<file path="config.mk">
export PLATFORM = sky130hd
export DESIGN_NAME = linear_scan_priority_queue_unit_flat
export DESIGN_NICKNAME = d
export VERILOG_FILES = /design/src/hw/rtl/lspq_pkg.sv /design/src/hw/rtl/lspq_if.sv /design/src/hw/rtl/lspq_cell.sv /design/src/hw/rtl/linear_scan_priority_queue_unit.sv /design/src/flat_wrapper.sv
export VERILOG_INCLUDE_DIRS = /design/src /design/src/hw/rtl
export SDC_FILE = /design/constraint.sdc
export NUM_CORES = 1
export LEC_CHECK = 0
export BUFFER_PORTS_ARGS = -buffer_cell sky130_fd_sc_hd__buf_2
export CELL_PAD_IN_SITES_DETAIL_PLACEMENT = 0
export CELL_PAD_IN_SITES_GLOBAL_PLACEMENT = 1
export CORE_ASPECT_RATIO = 1.1
export CORE_MARGIN = 5
export CORE_UTILIZATION = 51
export CTS_BUF_LIST = sky130_fd_sc_hd__clkbuf_16
export CTS_CLUSTER_DIAMETER = 30
export CTS_CLUSTER_SIZE = 14
export DETAILED_ROUTE_END_ITERATION = 16
export PLACE_DENSITY = 0.83
export SLEW_MARGIN = 30
export SYNTH_ARGS = -nofsm -noshare
export SYNTH_HDL_FRONTEND = slang
export SYNTH_HIERARCHICAL = 1
export SYNTH_SLANG_ARGS = --single-unit
</file>
<file path="constraint.sdc">
create_clock -name clk -period 41.5 [get_ports clk]
set_input_delay 4.15 -clock clk [delete_from_list [all_inputs] [get_ports clk]]
set_output_delay 4.15 -clock clk [all_outputs]
set_load 0.01 [all_outputs]
</file>
<file path="src/hw/rtl/linear_scan_priority_queue_unit_macros.svh">
// Assertion macros for the priority queue. Both sample on clk and stay
// quiet while rst_n is low.
`ifndef LINEAR_SCAN_PRIORITY_QUEUE_UNIT_MACROS_SVH
`define LINEAR_SCAN_PRIORITY_QUEUE_UNIT_MACROS_SVH

// The consequent must hold in the same cycle as the antecedent.
`define LSPQ_ASSERT_SAME(label, ante, cons, msg) \
  label: assert property (@(posedge clk) disable iff (!rst_n) (ante) |-> (cons)) \
    else $error(msg);

// The consequent must hold in the cycle after the antecedent.
`define LSPQ_ASSERT_NEXT(label, ante, cons, msg) \
  label: assert property (@(posedge clk) disable iff (!rst_n) (ante) |=> (cons)) \
    else $error(msg);

`endif

</file>
<file path="src/hw/rtl/lspq_pkg.sv">
package lspq_pkg;

  // Field widths.
  localparam int ID_W  = 16;
  localparam int URG_W = 4;
  localparam int ST_W  = 2;
  localparam int OCC_W = 5;

  // Scan key: zero for an empty cell, urgency plus one for a live cell.
  localparam int KEY_W = URG_W + 1;

  // Operation codes.
  localparam logic OP_INSERT  = 1'b0;
  localparam logic OP_EXTRACT = 1'b1;

  // Status codes.
  localparam logic [ST_W-1:0] ST_DONE  = 2'd0;
  localparam logic [ST_W-1:0] ST_FULL  = 2'd1;
  localparam logic [ST_W-1:0] ST_EMPTY = 2'd2;

  // Control shared by every cell of the row.
  typedef struct packed {
    logic             scan;      // advance the running-maximum chain
    logic             compact;   // close the gap behind the winner
    logic [KEY_W-1:0] best_key;  // settled maximum key of the whole row
  } cell_ctl_t;

endpackage

</file>
<file path="src/hw/rtl/lspq_if.sv">
// Request channel: operation plus the entry to insert.
interface lspq_in_if;
  logic                       valid;
  logic                       ready;
  logic                       operation;
  logic [lspq_pkg::ID_W-1:0]  document_id;
  logic [lspq_pkg::URG_W-1:0] urgency;

  modport source (output valid, operation, document_id, urgency, input ready);
  modport sink   (input valid, operation, document_id, urgency, output ready);
endinterface

// Result channel: one result per request.
interface lspq_out_if;
  logic                       valid;
  logic                       ready;
  logic [lspq_pkg::ID_W-1:0]  removed_id;
  logic [lspq_pkg::ST_W-1:0]  status;
  logic [lspq_pkg::OCC_W-1:0] occupancy_after;

  modport source (output valid, removed_id, status, occupancy_after, input ready);
  modport sink   (input valid, removed_id, status, occupancy_after, output ready);
endinterface

</file>
<file path="src/hw/rtl/lspq_cell.sv">
// One queue slot. It holds an entry and one stage of the running-maximum
// chain that walks from the head toward the tail during a scan.
module lspq_cell (
  input  logic                          clk,
  input  lspq_pkg::cell_ctl_t           ctl,
  input  logic                          live,      // slot is below occupancy
  input  logic                          load_en,   // slot takes the new entry
  input  logic [lspq_pkg::ID_W-1:0]     load_id,
  input  logic [lspq_pkg::URG_W-1:0]    load_urg,
  input  logic [lspq_pkg::ID_W-1:0]     next_id,   // entry of the slot behind
  input  logic [lspq_pkg::URG_W-1:0]    next_urg,
  input  logic [lspq_pkg::KEY_W-1:0]    prev_key,  // running maximum ahead
  input  logic [lspq_pkg::ID_W-1:0]     prev_pid,
  output logic [lspq_pkg::ID_W-1:0]     id_o,
  output logic [lspq_pkg::URG_W-1:0]    urg_o,
  output logic [lspq_pkg::KEY_W-1:0]    key_o,
  output logic [lspq_pkg::ID_W-1:0]     pid_o
);

  logic [lspq_pkg::ID_W-1:0]  id_r, id_nxt;
  logic [lspq_pkg::URG_W-1:0] urg_r, urg_nxt;
  logic [lspq_pkg::KEY_W-1:0] key_r, key_nxt;
  logic [lspq_pkg::ID_W-1:0]  pid_r, pid_nxt;
  logic [lspq_pkg::KEY_W-1:0] own_key;

  // A live slot bids urgency plus one, so any live entry beats an empty slot.
  assign own_key = live ? ({1'b0, urg_r} + lspq_pkg::KEY_W'(1)) : '0;

  // Running maximum. A strict compare keeps the earlier entry on a tie.
  always_comb begin
    key_nxt = key_r;
    pid_nxt = pid_r;
    if (ctl.scan) begin
      if (own_key > prev_key) begin
        key_nxt = own_key;
        pid_nxt = id_r;
      end else begin
        key_nxt = prev_key;
        pid_nxt = prev_pid;
      end
    end
  end

  // Entry update. The winner and every slot behind it take their successor,
  // which is exactly the set whose running maximum already equals the best.
  always_comb begin
    id_nxt  = id_r;
    urg_nxt = urg_r;
    if (load_en) begin
      id_nxt  = load_id;
      urg_nxt = load_urg;
    end else if (ctl.compact && (key_r == ctl.best_key)) begin
      id_nxt  = next_id;
      urg_nxt = next_urg;
    end
  end

  always_ff @(posedge clk) begin
    id_r  <= id_nxt;
    urg_r <= urg_nxt;
    key_r <= key_nxt;
    pid_r <= pid_nxt;
  end

  assign id_o  = id_r;
  assign urg_o = urg_r;
  assign key_o = key_r;
  assign pid_o = pid_r;

endmodule

</file>
<file path="src/hw/rtl/linear_scan_priority_queue_unit.sv">
// An insert's result is registered in the cycle after its transfer. An extract on a
// non-empty queue runs a scan along the cell chain, then a compaction step that
// registers the result when the output is free. One request is worked on at a time.
// Throughput: one insert or empty extract per cycle while results are not stalled.
// Reset (rst_n low, synchronous) empties the queue; slot contents are not cleared.
`include "linear_scan_priority_queue_unit_macros.svh"

module linear_scan_priority_queue_unit #(
  parameter int DEPTH = 16
) (
  input logic        clk,
  input logic        rst_n,
  lspq_in_if.sink    in_ch,
  lspq_out_if.source out_ch
);

  localparam int ID_W  = lspq_pkg::ID_W;
  localparam int URG_W = lspq_pkg::URG_W;
  localparam int KEY_W = lspq_pkg::KEY_W;
  localparam int ST_W  = lspq_pkg::ST_W;
  localparam int OCC_W = lspq_pkg::OCC_W;
  localparam int CNT_W = $clog2(DEPTH + 1);
  localparam int SCN_W = $clog2(DEPTH);

  typedef enum logic [2:0] {
    S_IDLE = 3'b001,
    S_SCAN = 3'b010,
    S_DONE = 3'b100
  } state_t;

  state_t             state_r, state_nxt;
  logic [CNT_W-1:0]   count_r, count_nxt;
  logic [SCN_W-1:0]   scan_cnt_r, scan_cnt_nxt;
  logic               out_valid_r, out_valid_nxt;
  logic [ID_W-1:0]    out_id_r, out_id_nxt;
  logic [ST_W-1:0]    out_st_r, out_st_nxt;
  logic [OCC_W-1:0]   out_occ_r, out_occ_nxt;

  logic               out_free;
  logic               in_xfer;
  logic               do_load;
  logic               do_scan;
  logic               do_compact;
  lspq_pkg::cell_ctl_t ctl;

  logic [ID_W-1:0]    cell_id  [DEPTH];
  logic [URG_W-1:0]   cell_urg [DEPTH];
  logic [KEY_W-1:0]   cell_key [DEPTH];
  logic [ID_W-1:0]    cell_pid [DEPTH];

  assign out_free   = !out_valid_r || out_ch.ready;
  assign in_ch.ready = (state_r == S_IDLE) && out_free;
  assign in_xfer    = in_ch.valid && in_ch.ready;
  assign do_load    = in_xfer && (in_ch.operation == lspq_pkg::OP_INSERT)
                      && (count_r < CNT_W'(DEPTH));
  assign do_scan    = in_xfer && (in_ch.operation == lspq_pkg::OP_EXTRACT)
                      && (count_r != '0);
  assign do_compact = (state_r == S_DONE) && out_free;

  assign ctl.scan     = (state_r == S_SCAN);
  assign ctl.compact  = do_compact;
  assign ctl.best_key = cell_key[DEPTH-1];

  // Row of slots; the running maximum enters at the head as an empty key.
  for (genvar i = 0; i < DEPTH; i++) begin : g_cell
    logic [ID_W-1:0]  nx_id;
    logic [URG_W-1:0] nx_urg;
    logic [KEY_W-1:0] pv_key;
    logic [ID_W-1:0]  pv_pid;

    if (i == DEPTH - 1) begin : g_tail
      assign nx_id  = cell_id[i];
      assign nx_urg = cell_urg[i];
    end else begin : g_body
      assign nx_id  = cell_id[i+1];
      assign nx_urg = cell_urg[i+1];
    end

    if (i == 0) begin : g_head
      assign pv_key = '0;
      assign pv_pid = '0;
    end else begin : g_link
      assign pv_key = cell_key[i-1];
      assign pv_pid = cell_pid[i-1];
    end

    lspq_cell u_cell (
      .clk      (clk),
      .ctl      (ctl),
      .live     (CNT_W'(i) < count_r),
      .load_en  (do_load && (count_r == CNT_W'(i))),
      .load_id  (in_ch.document_id),
      .load_urg (in_ch.urgency),
      .next_id  (nx_id),
      .next_urg (nx_urg),
      .prev_key (pv_key),
      .prev_pid (pv_pid),
      .id_o     (cell_id[i]),
      .urg_o    (cell_urg[i]),
      .key_o    (cell_key[i]),
      .pid_o    (cell_pid[i])
    );
  end

  // Sequencer and result register.
  always_comb begin
    state_nxt     = state_r;
    count_nxt     = count_r;
    scan_cnt_nxt  = scan_cnt_r;
    out_valid_nxt = out_valid_r && !out_ch.ready;
    out_id_nxt    = out_id_r;
    out_st_nxt    = out_st_r;
    out_occ_nxt   = out_occ_r;
    case (state_r)
      S_IDLE: begin
        if (in_xfer) begin
          if (in_ch.operation == lspq_pkg::OP_INSERT) begin
            out_valid_nxt = 1'b1;
            out_id_nxt    = '0;
            if (do_load) begin
              count_nxt   = count_r + CNT_W'(1);
              out_st_nxt  = lspq_pkg::ST_DONE;
              out_occ_nxt = OCC_W'(count_r + CNT_W'(1));
            end else begin
              out_st_nxt  = lspq_pkg::ST_FULL;
              out_occ_nxt = OCC_W'(count_r);
            end
          end else if (count_r == '0) begin
            out_valid_nxt = 1'b1;
            out_id_nxt    = '0;
            out_st_nxt    = lspq_pkg::ST_EMPTY;
            out_occ_nxt   = '0;
          end else begin
            scan_cnt_nxt = '0;
            state_nxt    = S_SCAN;
          end
        end
      end
      S_SCAN: begin
        scan_cnt_nxt = scan_cnt_r + SCN_W'(1);
        if (scan_cnt_r == SCN_W'(DEPTH - 1)) begin
          state_nxt = S_DONE;
        end
      end
      S_DONE: begin
        if (do_compact) begin
          out_valid_nxt = 1'b1;
          out_id_nxt    = cell_pid[DEPTH-1];
          out_st_nxt    = lspq_pkg::ST_DONE;
          out_occ_nxt   = OCC_W'(count_r - CNT_W'(1));
          count_nxt     = count_r - CNT_W'(1);
          state_nxt     = S_IDLE;
        end
      end
      default: begin
        state_nxt = S_IDLE;
      end
    endcase
  end

  // Control registers.
  always_ff @(posedge clk) begin
    if (!rst_n) begin
      state_r     <= S_IDLE;
      count_r     <= '0;
      scan_cnt_r  <= '0;
      out_valid_r <= 1'b0;
    end else begin
      state_r     <= state_nxt;
      count_r     <= count_nxt;
      scan_cnt_r  <= scan_cnt_nxt;
      out_valid_r <= out_valid_nxt;
    end
  end

  // Result payload.
  always_ff @(posedge clk) begin
    out_id_r  <= out_id_nxt;
    out_st_r  <= out_st_nxt;
    out_occ_r <= out_occ_nxt;
  end

  assign out_ch.valid           = out_valid_r;
  assign out_ch.removed_id      = out_id_r;
  assign out_ch.status          = out_st_r;
  assign out_ch.occupancy_after = out_occ_r;

  // Checks on the queue's own bookkeeping.
  `LSPQ_ASSERT_SAME(a_count_bound, 1'b1, count_r <= CNT_W'(DEPTH), "occupancy above depth")
  `LSPQ_ASSERT_SAME(a_best_live, state_r == S_DONE, cell_key[DEPTH-1] != '0, "no winner found")
  `LSPQ_ASSERT_NEXT(a_insert_count, do_load, count_r == $past(count_r) + CNT_W'(1), "insert lost")
  `LSPQ_ASSERT_NEXT(a_extract_scan, do_scan, state_r == S_SCAN, "extract did not start a scan")

endmodule

</file>
<file path="src/flat_wrapper.sv">
// flat-port wrapper written by rule: the top's interface ports become plain ports
module linear_scan_priority_queue_unit_flat 
#(
  parameter int DEPTH = 16
)
  (clk, rst_n, in_ch_valid, in_ch_operation, in_ch_document_id, in_ch_urgency, in_ch_ready, out_ch_valid, out_ch_removed_id, out_ch_status, out_ch_occupancy_after, out_ch_ready);
  lspq_in_if in_ch_i ();
  lspq_out_if out_ch_i ();
  input logic clk;
  input logic rst_n;
  input wire logic [$bits(in_ch_i.valid)-1:0] in_ch_valid;
  input wire logic [$bits(in_ch_i.operation)-1:0] in_ch_operation;
  input wire logic [$bits(in_ch_i.document_id)-1:0] in_ch_document_id;
  input wire logic [$bits(in_ch_i.urgency)-1:0] in_ch_urgency;
  output wire logic [$bits(in_ch_i.ready)-1:0] in_ch_ready;
  output wire logic [$bits(out_ch_i.valid)-1:0] out_ch_valid;
  output wire logic [$bits(out_ch_i.removed_id)-1:0] out_ch_removed_id;
  output wire logic [$bits(out_ch_i.status)-1:0] out_ch_status;
  output wire logic [$bits(out_ch_i.occupancy_after)-1:0] out_ch_occupancy_after;
  input wire logic [$bits(out_ch_i.ready)-1:0] out_ch_ready;
  assign in_ch_i.valid = in_ch_valid;
  assign in_ch_i.operation = in_ch_operation;
  assign in_ch_i.document_id = in_ch_document_id;
  assign in_ch_i.urgency = in_ch_urgency;
  assign in_ch_ready = in_ch_i.ready;
  assign out_ch_valid = out_ch_i.valid;
  assign out_ch_removed_id = out_ch_i.removed_id;
  assign out_ch_status = out_ch_i.status;
  assign out_ch_occupancy_after = out_ch_i.occupancy_after;
  assign out_ch_i.ready = out_ch_ready;
  linear_scan_priority_queue_unit #(.DEPTH(DEPTH)) u_core (.clk(clk), .rst_n(rst_n), .in_ch(in_ch_i), .out_ch(out_ch_i));
endmodule
</file>
==> flow_metrics.env, run 1 <==
export IMPL_outcome="complete, no violations"
export IMPL_cts_clk_slew_worst_paths_ns=0.04
export IMPL_netlist_top_cell_by_area="edfxtp_1"
export IMPL_power_switching_mw=0.3884
export IMPL_comb_power_share_pct=1.4
export IMPL_syn_inst=2141
export IMPL_synth_most_common_cell="edfxtp_1"
export IMPL_slew_headroom_pct=34.74
export IMPL_insertion_delay_ns=0.71
export IMPL_syn2layout_area_growth_pct=17.24
export IMPL_path_max_fanout=11
export IMPL_yosys_top_cells_count="679 x edfxtp_1, 337 x mux2_2, 304 x mux2_4, 101 x ha_1, 92 x inv_1"
export IMPL_detail_route_wl_per_cell_um=20.63
export IMPL_portBuffers=49
export IMPL_yosysWarnings=6
export IMPL_hp_start="u_core/scan_cnt_r[3]$_SDFFE_PN0P_"
export IMPL_arrival_ns=4.81
export IMPL_swShare_pct=20.94
export IMPL_yosys_top_cells_area="edfxtp_1 58%, mux2_4 13%, mux2_2 11%"
export IMPL_grt_antenna_before_repair=0
export IMPL_pwr_share_seq_pct=41.2
export IMPL_drc=0
export IMPL_core_um2=67940
export IMPL_start_util_pct=51.60
export IMPL_fill_cells=4844
export IMPL_numCtsBuffers=136
export IMPL_ir_worst_vdd_v=0.00003735
export IMPL_clockPowerShare_pct=57.4
export IMPL_ctsResizeCount=0
export IMPL_cap_violations=0
export IMPL_worst_pin_slew_ns=0.9767
export IMPL_regToRegEndpoint="u_core/g_cell[1].u_cell/key_o[4]$_DFFE_PP_"
export IMPL_cts_sinks=692
export IMPL_fin_crit_ns=8.961
export IMPL_ff2ff_setup_slack_ns=37.67
export IMPL_vias=18516
export IMPL_overflow=0
export IMPL_grt_max_degree=113
export IMPL_finalPower_mw=1.855
export IMPL_row_count=100
export IMPL_min_path_cells=1
export IMPL_hold_buffers=0
export IMPL_finalSetupTns_ns=0
export IMPL_grt_usage_pct=18.41
export IMPL_power_density_nw_per_um2=45.13
export IMPL_regToRegStartpoint="u_core/count_r[1]$_SDFFE_PN0P_"
export IMPL_synth_area_um2=35060
export IMPL_synth_distinct_cells=58
export IMPL_grt_pass1_vias=19731
export IMPL_post_cts_buffers=0
export IMPL_ys_seq_area_share_pct=58.90
export IMPL_regArea_um2=20650
export IMPL_p_leak_nw=15.16
export IMPL_fmaxAchievable_mhz=111.6
export IMPL_synth_top_area_share_pct=58.16
export IMPL_startpoint_type="primary input"
export IMPL_finalSetupViolCount=0
export IMPL_clock_skew_ns=0.04061
export IMPL_layout_nets=2437
export IMPL_worstHoldEndpoint="u_core/scan_cnt_r[3]$_SDFFE_PN0P_"
export IMPL_yosys_register_bits=692
export IMPL_clock_path_buffers=3
export IMPL_p_int_mw=1.466
export IMPL_worst_setup_path_end_kind="output port"
export IMPL_synthArstFlopShare_pct=0
export IMPL_post_dp_hpwl_mm=43.68
export IMPL_gp_congestion=0.8032
export IMPL_synth_ff_type="edfxtp_1"
export IMPL_synth_edff_count=679
export IMPL_grt_pass1_wl_mm=109.5
export IMPL_avgSynthCellArea_um2=16.37
export IMPL_cts_htree_levels=4
export IMPL_drt_iter0_markers=1303
export IMPL_final_hold_viol_count=0
export IMPL_worst_setup_path_type="primary input to output port"
export IMPL_ant_nets=0
export IMPL_ios=50
export IMPL_multi_input_area_um2=13720
export IMPL_die_area_um2=74090
export IMPL_slew_violations=0
export IMPL_finalCritPeriodShare_pct=21.59
export IMPL_wl_mm=68.90
export IMPL_cts_tree="built"
export IMPL_rr_worst_depth=10
export IMPL_first_pass_iters=7
export IMPL_die_y_um=285.0
export IMPL_hold_path_class="flip-flop to flip-flop"
export IMPL_viasPerCell=5.544
export IMPL_setup_ws_ns=32.54
export IMPL_cts_root_buf="clkbuf_16"
export IMPL_drive_gt1_share_pct=42.19
export IMPL_cp_required_ns=37.35
export IMPL_die_w_um=260.0
export IMPL_place_ws_ns=32.53
export IMPL_rsz0062_at_grt="no"
cells in the final DEF, fill, tap and decap left out, drive strengths merged, types with 20 or more instances in the layout:
master    n
conb     26
mux2i    33
buf      86
xnor2    32
xor2     81
nor2     31
inv     113
clkinv   58
nand2    36
a21oi    23
edfxtp  679
nor4     20
nand3    37
o21ai    28
and2     65
clkbuf  141
ha      101
mux2    641
cell type report:
type                    instances  area share (%)
inverters                      92          0.8403
repair buffers                 87           1.705
well taps                     918           2.795
flip-flops and latches        692           50.25
clock buffers                 140           8.524
multi-input cells            1302           33.39
diodes                          2         0.01218
clock inverters               107           2.493
per-layer routing:
metal	GRT usage, %	up-vias	routed length [µm]
met4	6.117	0	1394
met1	23.53	9430	29920
li1	-	8505	-
met3	4.212	108	3300
met2	31.18	473	34280
met5	0	-	0
critical path, cell delays in order:
cell     delay [ns]
buf_2          0.09
nor2b_1        0.12
buf_4          0.23
nor2_1         0.07
buf_2          0.14
metrics by stage:
| stage | utilization (%) | hold WS (ns) | cells | area (µm²) |
|---|---|---|---|---|
| final | 60.49 | 0.4993 | 3340 | 41100 |
| after global routing | 60.48 | 0.5065 | 3338 | 41090 |
| after CTS | 60.29 | 0.4860 | 3332 | 40960 |
| after detailed placement | 53.62 | 0.4750 | 3085 | 36430 |
| after global placement | 53.44 | 0.4636 | 3079 | 36300 |
| after floorplan | - | 0.4412 | 2166 | 35150 |
registers in the layout, indices dropped and copies added (netlist names), 4 cells and up:
| register | count |
|---|---|
| u_core/out_ch.occupancy_after | 5 |
| u_core/g_cell.u_cell/key_o | 80 |
| u_core/g_cell.u_cell/id_o | 256 |
| u_core/g_cell.u_cell/urg_o | 64 |
| u_core/scan_cnt_r | 4 |
| u_core/count_r | 5 |
| u_core/g_cell.u_cell/pid_o | 256 |
| u_core/out_ch.removed_id | 16 |
logic make-up (layout without fill, tap and decap cells):
logic type                 count (synthesis)  in the layout  synth area share (%)
xor gates and xnor gates                 113            113                 2.823
AOI/OAI and AO/OA                        108            108                 2.413
and+or+nand+nor                          280            280                 4.758
other                                      1             28               0.01070
buffers and inverters                    172            426                 2.698
DFF                                      692            692                 58.91
adders and majority gates                101            101                 3.605
muxes                                    674            674                 24.79
how the worst max path moves through the flow:
stage | from | to | slack [ns] | cells after the start
6_report | out_ch_ready | in_ch_ready | 32.54 | 5
4_1_cts | out_ch_ready | in_ch_ready | 32.53 | 5
3_5_place_dp | out_ch_ready | in_ch_ready | 32.53 | 5
2_1_floorplan | u_core/state_r[1]$_SDFFE_PN0P_ | u_core/scan_cnt_r[3]$_SDFFE_PN0P_ | 13.97 | 4
5_1_grt | out_ch_ready | in_ch_ready | 32.47 | 5
3_3_place_gp | out_ch_ready | in_ch_ready | 32.52 | 5
power groups by stage:
| stage | clock [mW] | sequential (mW) | combinational [mW] |
|---|---|---|---|
| final | 1.07 | 0.764 | 0.0258 |
| after CTS | 1.09 | 0.764 | 0.0257 |
| after global placement | 0 | 0.777 | 0.0248 |
| after global routing | 1.12 | 0.763 | 0.0278 |
| after detailed placement | 0 | 0.777 | 0.0254 |
| after floorplan | 0 | 0.777 | 0.0129 |
(Power assumes the default switching activity.)
==> inputs of run 2 (changes only) <==
==> constraint.sdc (replaced) <==
create_clock -name clk -period 9.2 [get_ports clk]
set_input_delay 0.92 -clock clk [delete_from_list [all_inputs] [get_ports clk]]
set_output_delay 0.92 -clock clk [all_outputs]
set_load 0.01 [all_outputs]
==> run 2 against run 1 <==
Against the previous run:
- global-route usage about the same
- setup slack got worse by 27 ns
- non-clock buffer count did not move
- clock skew increased by 0.013 ns
- first-iteration DRC count decreased by 4.4%
- core utilization up 0.18 points
- critical endpoint is now u_core/g_cell[2].u_cell/key_o[4]$_DFFE_PP_
- largest power group unchanged
==> flow_metrics.env, run 2 (synthesized netlist as in run 1, its figures left out) <==
export IMPL_grt_max_degree=188
export IMPL_ir_worst_vdd_v=0.0001652
export IMPL_ios=50
export IMPL_grt_pass1_vias=19570
export IMPL_fill_cells=4884
export IMPL_final_common_cell="edfxtp_1"
export IMPL_cts_clk_slew_worst_paths_ns=0.04
export IMPL_row_count=100
export IMPL_fin_crit_ns=3.811
export IMPL_rr_worst_depth=8
export IMPL_cts_root_buf="clkbuf_16"
export IMPL_finalCritPeriodShare_pct=41.42
export IMPL_ant_nets=0
export IMPL_multi_input_area_um2=13730
export IMPL_gp_congestion=0.8360
export IMPL_post_layout_nonfiller_instances=3340
export IMPL_hp_start="u_core/scan_cnt_r[3]$_SDFFE_PN0P_"
export IMPL_detail_route_wl_per_cell_um=20.74
export IMPL_overflow=0
export IMPL_arrival_ns=4.24
export IMPL_die_area_um2=74090
export IMPL_start_util_pct=51.60
export IMPL_finalPower_mw=8.452
export IMPL_cp_required_ns=9.63
export IMPL_numCtsBuffers=136
export IMPL_worstHoldEndpoint="u_core/scan_cnt_r[3]$_SDFFE_PN0P_"
export IMPL_regToRegEndpoint="u_core/g_cell[2].u_cell/key_o[4]$_DFFE_PP_"
export IMPL_grt_pass1_wl_mm=109.1
export IMPL_mostFrequentLayoutCells="679 x edfxtp_1, 337 x mux2_2, 304 x mux2_4"
export IMPL_place_ws_ns=4.867
export IMPL_die_w_um=260.0
export IMPL_die_y_um=285.0
export IMPL_min_path_cells=1
export IMPL_insertion_delay_ns=0.72
export IMPL_grt_antenna_before_repair=0
export IMPL_syn2layout_area_growth_pct=17.58
export IMPL_clock_skew_ns=0.05399
export IMPL_outcome="complete, no violations"
export IMPL_worst_setup_path_type="flip-flop to flip-flop"
export IMPL_p_leak_nw=15.21
export IMPL_worst_setup_path_end_kind="flip-flop"
export IMPL_drc=0
export IMPL_power_density_nw_per_um2=205.1
export IMPL_worst_pin_slew_ns=0.9919
export IMPL_cap_violations=0
export IMPL_regArea_um2=20650
export IMPL_post_cts_buffers=0
export IMPL_final_hold_viol_count=0
export IMPL_startpoint_type="flip-flop"
export IMPL_fmaxAchievable_mhz=262.4
export IMPL_cts_sinks=692
export IMPL_setup_ws_ns=5.389
export IMPL_wl_mm=69.28
export IMPL_ctsResizeCount=0
export IMPL_post_dp_hpwl_mm=44.32
export IMPL_finalSetupViolCount=0
export IMPL_slew_violations=0
export IMPL_core_um2=67940
export IMPL_dpl_cell_count=3079
export IMPL_layout_nets=2437
export IMPL_cts_htree_levels=4
export IMPL_first_pass_iters=5
export IMPL_cts_tree="built"
export IMPL_ff2ff_setup_slack_ns=5.39
export IMPL_diodes=0
export IMPL_hold_buffers=0
export IMPL_grt_usage_pct=18.41
export IMPL_vias=18478
export IMPL_drive_gt1_share_pct=42.53
export IMPL_portBuffers=49
export IMPL_regToRegStartpoint="u_core/count_r[1]$_SDFFE_PN0P_"
export IMPL_hold_path_class="flip-flop to flip-flop"
export IMPL_path_max_fanout=21
export IMPL_viasPerCell=5.532
export IMPL_finalSetupTns_ns=0
export IMPL_slew_headroom_pct=33.66
export IMPL_rsz0062_at_grt="no"
export IMPL_clock_path_buffers=3
export IMPL_drt_iter0_markers=1246
[run 2: cell count changes in the layout (fill, tap and decap cells not counted), moves of 3 or more]
| cell | before | now |
|---|---|---|
| clkinv_1 | 29 | 21 |
| inv_8 | 1 | 4 |
| clkinv_16 | 2 | 5 |
| clkinv_8 | 6 | 2 |
| buf_8 | 7 | 4 |
| inv_16 | 1 | 4 |
| clkbuf_16 | 141 | 138 |
[run 2: final cells by class]
cell class	count	share of cell area, %
repair buffers	87	1.764
clock buffers	137	8.317
multi-input cells	1302	33.31
flip-flops and latches	692	50.10
clock inverters	112	2.890
inverters	92	0.8378
well taps	918	2.787
[run 2: worst max-delay path, cell delays in order, from the launching register on]
cell     delay (ns)
dfxtp_1        0.70
inv_1          0.33
o21ai_0        0.54
and4_1         0.32
ha_1           0.26
nand2_1        0.09
mux2i_1        0.11
a21oi_4        0.75
mux2_2         0.42
[run 2: through the flow]
step | cell area [µm²] | util, % | hold slack, ns
2_1_floorplan | 35160 | - | 0.4335
3_3_place_gp | 36320 | 53.45 | 0.4523
3_5_place_dp | 36320 | 53.46 | 0.4784
4_1_cts | 40940 | 60.26 | 0.4784
5_1_grt | 41220 | 60.67 | 0.5058
6_report | 41220 | 60.67 | 0.4795
[run 2: how the worst max path moves through the flow]
stage,start,to,cells after the start
finish,u_core/count_r[1]$_SDFFE_PN0P_,u_core/g_cell[2].u_cell/key_o[4]$_DFFE_PP_,8
global route,u_core/count_r[1]$_SDFFE_PN0P_,u_core/g_cell[2].u_cell/key_o[4]$_DFFE_PP_,8
CTS,u_core/count_r[2]$_SDFFE_PN0P_,u_core/g_cell[2].u_cell/key_o[4]$_DFFE_PP_,8
detailed placement,in_ch_operation,u_core/g_cell[7].u_cell/id_o[0]$_DFFE_PP_,6
global placement,in_ch_operation,u_core/g_cell[7].u_cell/id_o[0]$_DFFE_PP_,6
floorplan,u_core/state_r[1]$_SDFFE_PN0P_,u_core/scan_cnt_r[3]$_SDFFE_PN0P_,4
[run 2: per-layer routing]
layer	vias up	part of all wire, %	track usage [%]
li1	8497	-	-
met1	9320	42	23.40
met2	524	51	31.61
met3	137	4.9	3.628
met4	0	2.5	6.434
met5	-	0	0
[run 2: power by group]
| group | internal (mW) | switching [mW] | leakage [nW] | total [mW] |
|---|---|---|---|---|
| clock network | 3.15 | 1.74 | 2.26 | 4.89 |
| registers | 3.44 | 0.00609 | 6.24 | 3.45 |
| logic | 0.0419 | 0.0763 | 6.71 | 0.118 |
| total | 6.63 | 1.82 | 15.2 | 8.45 |
==> inputs of run 3 (changes only) <==
--- a/config.mk
+++ b/config.mk
@@ -6,17 +6,18 @@
 export SDC_FILE = /design/constraint.sdc
 export NUM_CORES = 1
 export LEC_CHECK = 0
+export ABC_AREA = 1
 export BUFFER_PORTS_ARGS = -buffer_cell sky130_fd_sc_hd__buf_2
 export CELL_PAD_IN_SITES_DETAIL_PLACEMENT = 0
 export CELL_PAD_IN_SITES_GLOBAL_PLACEMENT = 1
 export CORE_ASPECT_RATIO = 1.1
 export CORE_MARGIN = 5
-export CORE_UTILIZATION = 51
+export CORE_UTILIZATION = 50
 export CTS_BUF_LIST = sky130_fd_sc_hd__clkbuf_16
 export CTS_CLUSTER_DIAMETER = 30
 export CTS_CLUSTER_SIZE = 14
 export DETAILED_ROUTE_END_ITERATION = 16
-export PLACE_DENSITY = 0.83
+export PLACE_DENSITY = 0.89
 export SLEW_MARGIN = 30
 export SYNTH_ARGS = -nofsm -noshare
 export SYNTH_HDL_FRONTEND = slang
==> constraint.sdc (replaced) <==
create_clock -name clk -period 3.7 [get_ports clk]
set_input_delay 0.37 -clock clk [delete_from_list [all_inputs] [get_ports clk]]
set_output_delay 0.37 -clock clk [all_outputs]
set_load 0.01 [all_outputs]
==> run 3 against run 2 <==
Against the previous run:
- core utilization decreased by 2.2 points
- via count increased by 49%
- clock skew decreased by 0.026 ns
- routed wire length increased by 45%
- flip-flop and latch count unchanged
- combinational power increased to 49 times the previous value
- critical path depth increased by 6
- register-to-register slack got worse by 5.0 ns
- largest cell class unchanged
==> flow_metrics.env, run 3 <==
export IMPL_outcome="complete, no violations"
export IMPL_ant_nets=0
export IMPL_slew_violations=0
export IMPL_wl_mm=100.1
export IMPL_synth_ff_type="edfxtp_1"
export IMPL_regArea_um2=20650
export IMPL_yosys_top_cells_area="edfxtp_1 57%, nand2_1 20%, nand3_1 5.2%"
export IMPL_avgSynthCellArea_um2=9.073
export IMPL_worst_setup_path_end_kind="flip-flop"
export IMPL_fin_crit_ns=3.281
export IMPL_layout_nets=4202
export IMPL_slowest_stage="dfxtp_1"
export IMPL_rr_worst_depth=14
export IMPL_worst_setup_path_type="flip-flop to flip-flop"
export IMPL_die_w_um=265.3
export IMPL_startpoint_type="flip-flop"
export IMPL_ys_seq_area_share_pct=57.62
export IMPL_finalSetupViolCount=0
export IMPL_final_common_cell="nand2_1"
export IMPL_syn2layout_area_growth_pct=16.51
export IMPL_crit_top_cell="nand2_1"
export IMPL_place_ws_ns=0.5178
export IMPL_synthArstFlopShare_pct=0
export IMPL_synth_top_area_share_pct=56.89
export IMPL_numCtsBuffers=141
export IMPL_cts_root_buf="clkbuf_16"
export IMPL_crit_end="u_core/g_cell[9].u_cell/pid_o[13]$_DFFE_PP_"
export IMPL_start_util_pct=50.20
export IMPL_grt_usage_pct=25.40
export IMPL_cts_clk_slew_worst_paths_ns=0.05
export IMPL_cp_required_ns=4.28
export IMPL_clock_skew_ns=0.02766
export IMPL_die_y_um=290.8
export IMPL_final_hold_viol_count=0
export IMPL_core_um2=71400
export IMPL_row_count=103
export IMPL_ff2ff_setup_slack_ns=0.42
export IMPL_cp_cell_sequence="nor2_1, inv_1, nor2_1, nor2_1, o21ai_0, a21oi_1, ha_1, nand2_1, nand2_1, nand2_1, nand3_2, nand2_2, nand2_1, nand2_1"
export IMPL_synth_edff_count=679
export IMPL_cts_tree="built"
export IMPL_viasPerCell=5.355
export IMPL_detail_route_wl_per_cell_um=19.49
export IMPL_finalCritPeriodShare_pct=88.67
export IMPL_grt_pass1_vias=26523
export IMPL_grt_antenna_before_repair=1
export IMPL_path_max_fanout=22
export IMPL_slew_headroom_pct=42.92
export IMPL_setup_ws_ns=0.4191
export IMPL_portBuffers=49
export IMPL_yosys_top_cells_count="1878 x nand2_1, 679 x edfxtp_1, 373 x nand3_1, 282 x inv_1, 142 x nor2_1"
export IMPL_worst_pin_slew_ns=0.8541
export IMPL_worst_hold_slack_ns=0.07677
export IMPL_drc=0
export IMPL_grt_pass1_wl_mm=152.4
export IMPL_clock_path_buffers=3
export IMPL_cap_violations=0
export IMPL_ir_worst_vdd_v=0.0004955
export IMPL_arrival_ns=3.86
export IMPL_vias=27507
export IMPL_post_cts_buffers=0
export IMPL_ios=50
export IMPL_mostFrequentLayoutCells="1878 x nand2_1, 679 x edfxtp_1, 373 x nand3_1"
export IMPL_fill_cells=6059
export IMPL_hold_path_class="primary input to flip-flop"
export IMPL_power_density_nw_per_um2=681.8
export IMPL_path_depth=14
export IMPL_regToRegStartpoint="u_core/count_r[4]$_SDFFE_PN0P_"
export IMPL_overflow=0
export IMPL_regToRegEndpoint="u_core/g_cell[9].u_cell/pid_o[13]$_DFFE_PP_"
export IMPL_insertion_delay_ns=0.72
export IMPL_die_area_um2=77140
export IMPL_drt_iter0_markers=2765
export IMPL_crit_buf_inv=1
export IMPL_synth_most_common_cell="nand2_1"
export IMPL_cts_htree_levels=4
export IMPL_syn_inst=3950
export IMPL_crit_family="simple AND/OR/NAND/NOR gates"
export IMPL_gp_congestion=0.8856
export IMPL_post_dp_hpwl_mm=66.99
export IMPL_first_pass_iters=6
export IMPL_p_leak_nw=18.72
export IMPL_grt_max_degree=114
export IMPL_drive_gt1_share_pct=11.64
export IMPL_rsz0062_at_grt="no"
export IMPL_yosys_register_bits=692
export IMPL_cp_startpoint="u_core/count_r[4]$_SDFFE_PN0P_"
export IMPL_netlist_top_cell_by_area="edfxtp_1"
export IMPL_synth_area_um2=35840
export IMPL_yosysWarnings=6
export IMPL_synth_distinct_cells=37
export IMPL_cpPeakStageDelay_ns=0.60
export IMPL_cts_sinks=692
export IMPL_multi_input_area_um2=13130
export IMPL_fmaxAchievable_mhz=304.8
run 3: changes by cell type after synthesis, moves of 33 or more:
cell | before | now
nand2_1 | 36 | 1878
xor2_1 | 81 | 1
and2_1 | 65 | 0
nand3_1 | 37 | 373
o21ai_0 | 12 | 56
mux2_4 | 304 | 0
a21oi_1 | 7 | 45
clkbuf_1 | 10 | 67
nor2_1 | 30 | 142
mux2i_1 | 33 | 0
inv_1 | 92 | 282
nand2_2 | 0 | 48
mux2_2 | 337 | 0
nand4_1 | 4 | 38
run 3: routing by layer:
metal / GRT usage, % / vias up / share of wire (%)
li1: - / 13193 / -
met1: 32.30 / 12864 / 39
met2: 42.82 / 1212 / 49
met3: 4.657 / 238 / 7.5
met4: 10.82 / 0 / 4.1
met5: 0 / - / 0
run 3: stage by stage:
step,cell area [µm²],utilization [%],setup TNS (ns),power (mW),instances
after detailed placement,36900,51.68,0,15.83,4877
after global placement,36870,51.64,0,15.71,4876
after global routing,41750,58.48,0,29.78,5136
after CTS,41750,58.48,0,28.60,5136
final,41760,58.49,0,28.47,5137
after floorplan,35940,-,-1788.00,14.54,3975
run 3: logic make-up after synthesis:
| group | count (synthesis) | synth area share, % |
|---|---|---|
| flops | 692 | 57.62 |
| other cells | 1 | 0.01046 |
| xor+xnor | 33 | 0.8065 |
| buf+inv | 456 | 6.075 |
| compound gates | 111 | 1.582 |
| simple gates | 2556 | 30.38 |
| fa+ha+maj | 101 | 3.526 |
run 3: area by class of cell:
cell class	instances	share of cell area (%)
timing repair buffer	124	2.050
inverter	290	2.607
tap	945	2.832
multi-input combinational	2827	31.44
clock buffer	141	8.450
antenna	1	0.005993
sequential	692	49.46
clock inverter	117	3.161
run 3: where the power goes:
| group | internal [mW] | switching, mW |
|---|---|---|
| clock network | 8.25 | 4.45 |
| logic | 1.58 | 4.24 |
| registers | 9.64 | 0.297 |
| total | 19.5 | 9.00 |
run 3: what timing repair did:
| item | in CTS | in global routing |
|---|---|---|
| endpoints found under the hold margin | 3 | 0 |
| resized for setup | 0 | 0 |
| hold buffers | 1 | 0 |
run 3: how the worst min path moves through the flow:
stage	start	cells after the start	to	slack, ns
5_1_grt	in_ch_operation	4	u_core/out_ch.valid$_SDFF_PN0_	0.1
4_1_cts	in_ch_operation	4	u_core/out_ch.valid$_SDFF_PN0_	0.04
3_3_place_gp	u_core/scan_cnt_r[1]$_SDFFE_PN0P_	2	u_core/scan_cnt_r[1]$_SDFFE_PN0P_	0.47
6_report	in_ch_operation	4	u_core/out_ch.valid$_SDFF_PN0_	0.08
3_5_place_dp	u_core/scan_cnt_r[1]$_SDFFE_PN0P_	2	u_core/scan_cnt_r[1]$_SDFFE_PN0P_	0.47
2_1_floorplan	rst_n	1	u_core/state_r[0]$_SDFFE_PN1P_	0.45
run 3: worst reg2reg max path, stage by stage, from the launching register on:
cell and delay (ns):
dfxtp_1 0.60, nor2_1 0.12, inv_1 0.16, nor2_1 0.08
nor2_1 0.33, o21ai_0 0.15, a21oi_1 0.21, ha_1 0.28
nand2_1 0.06, nand2_1 0.04, nand2_1 0.06, nand3_2 0.38
nand2_2 0.49, nand2_1 0.11, nand2_1 0.09
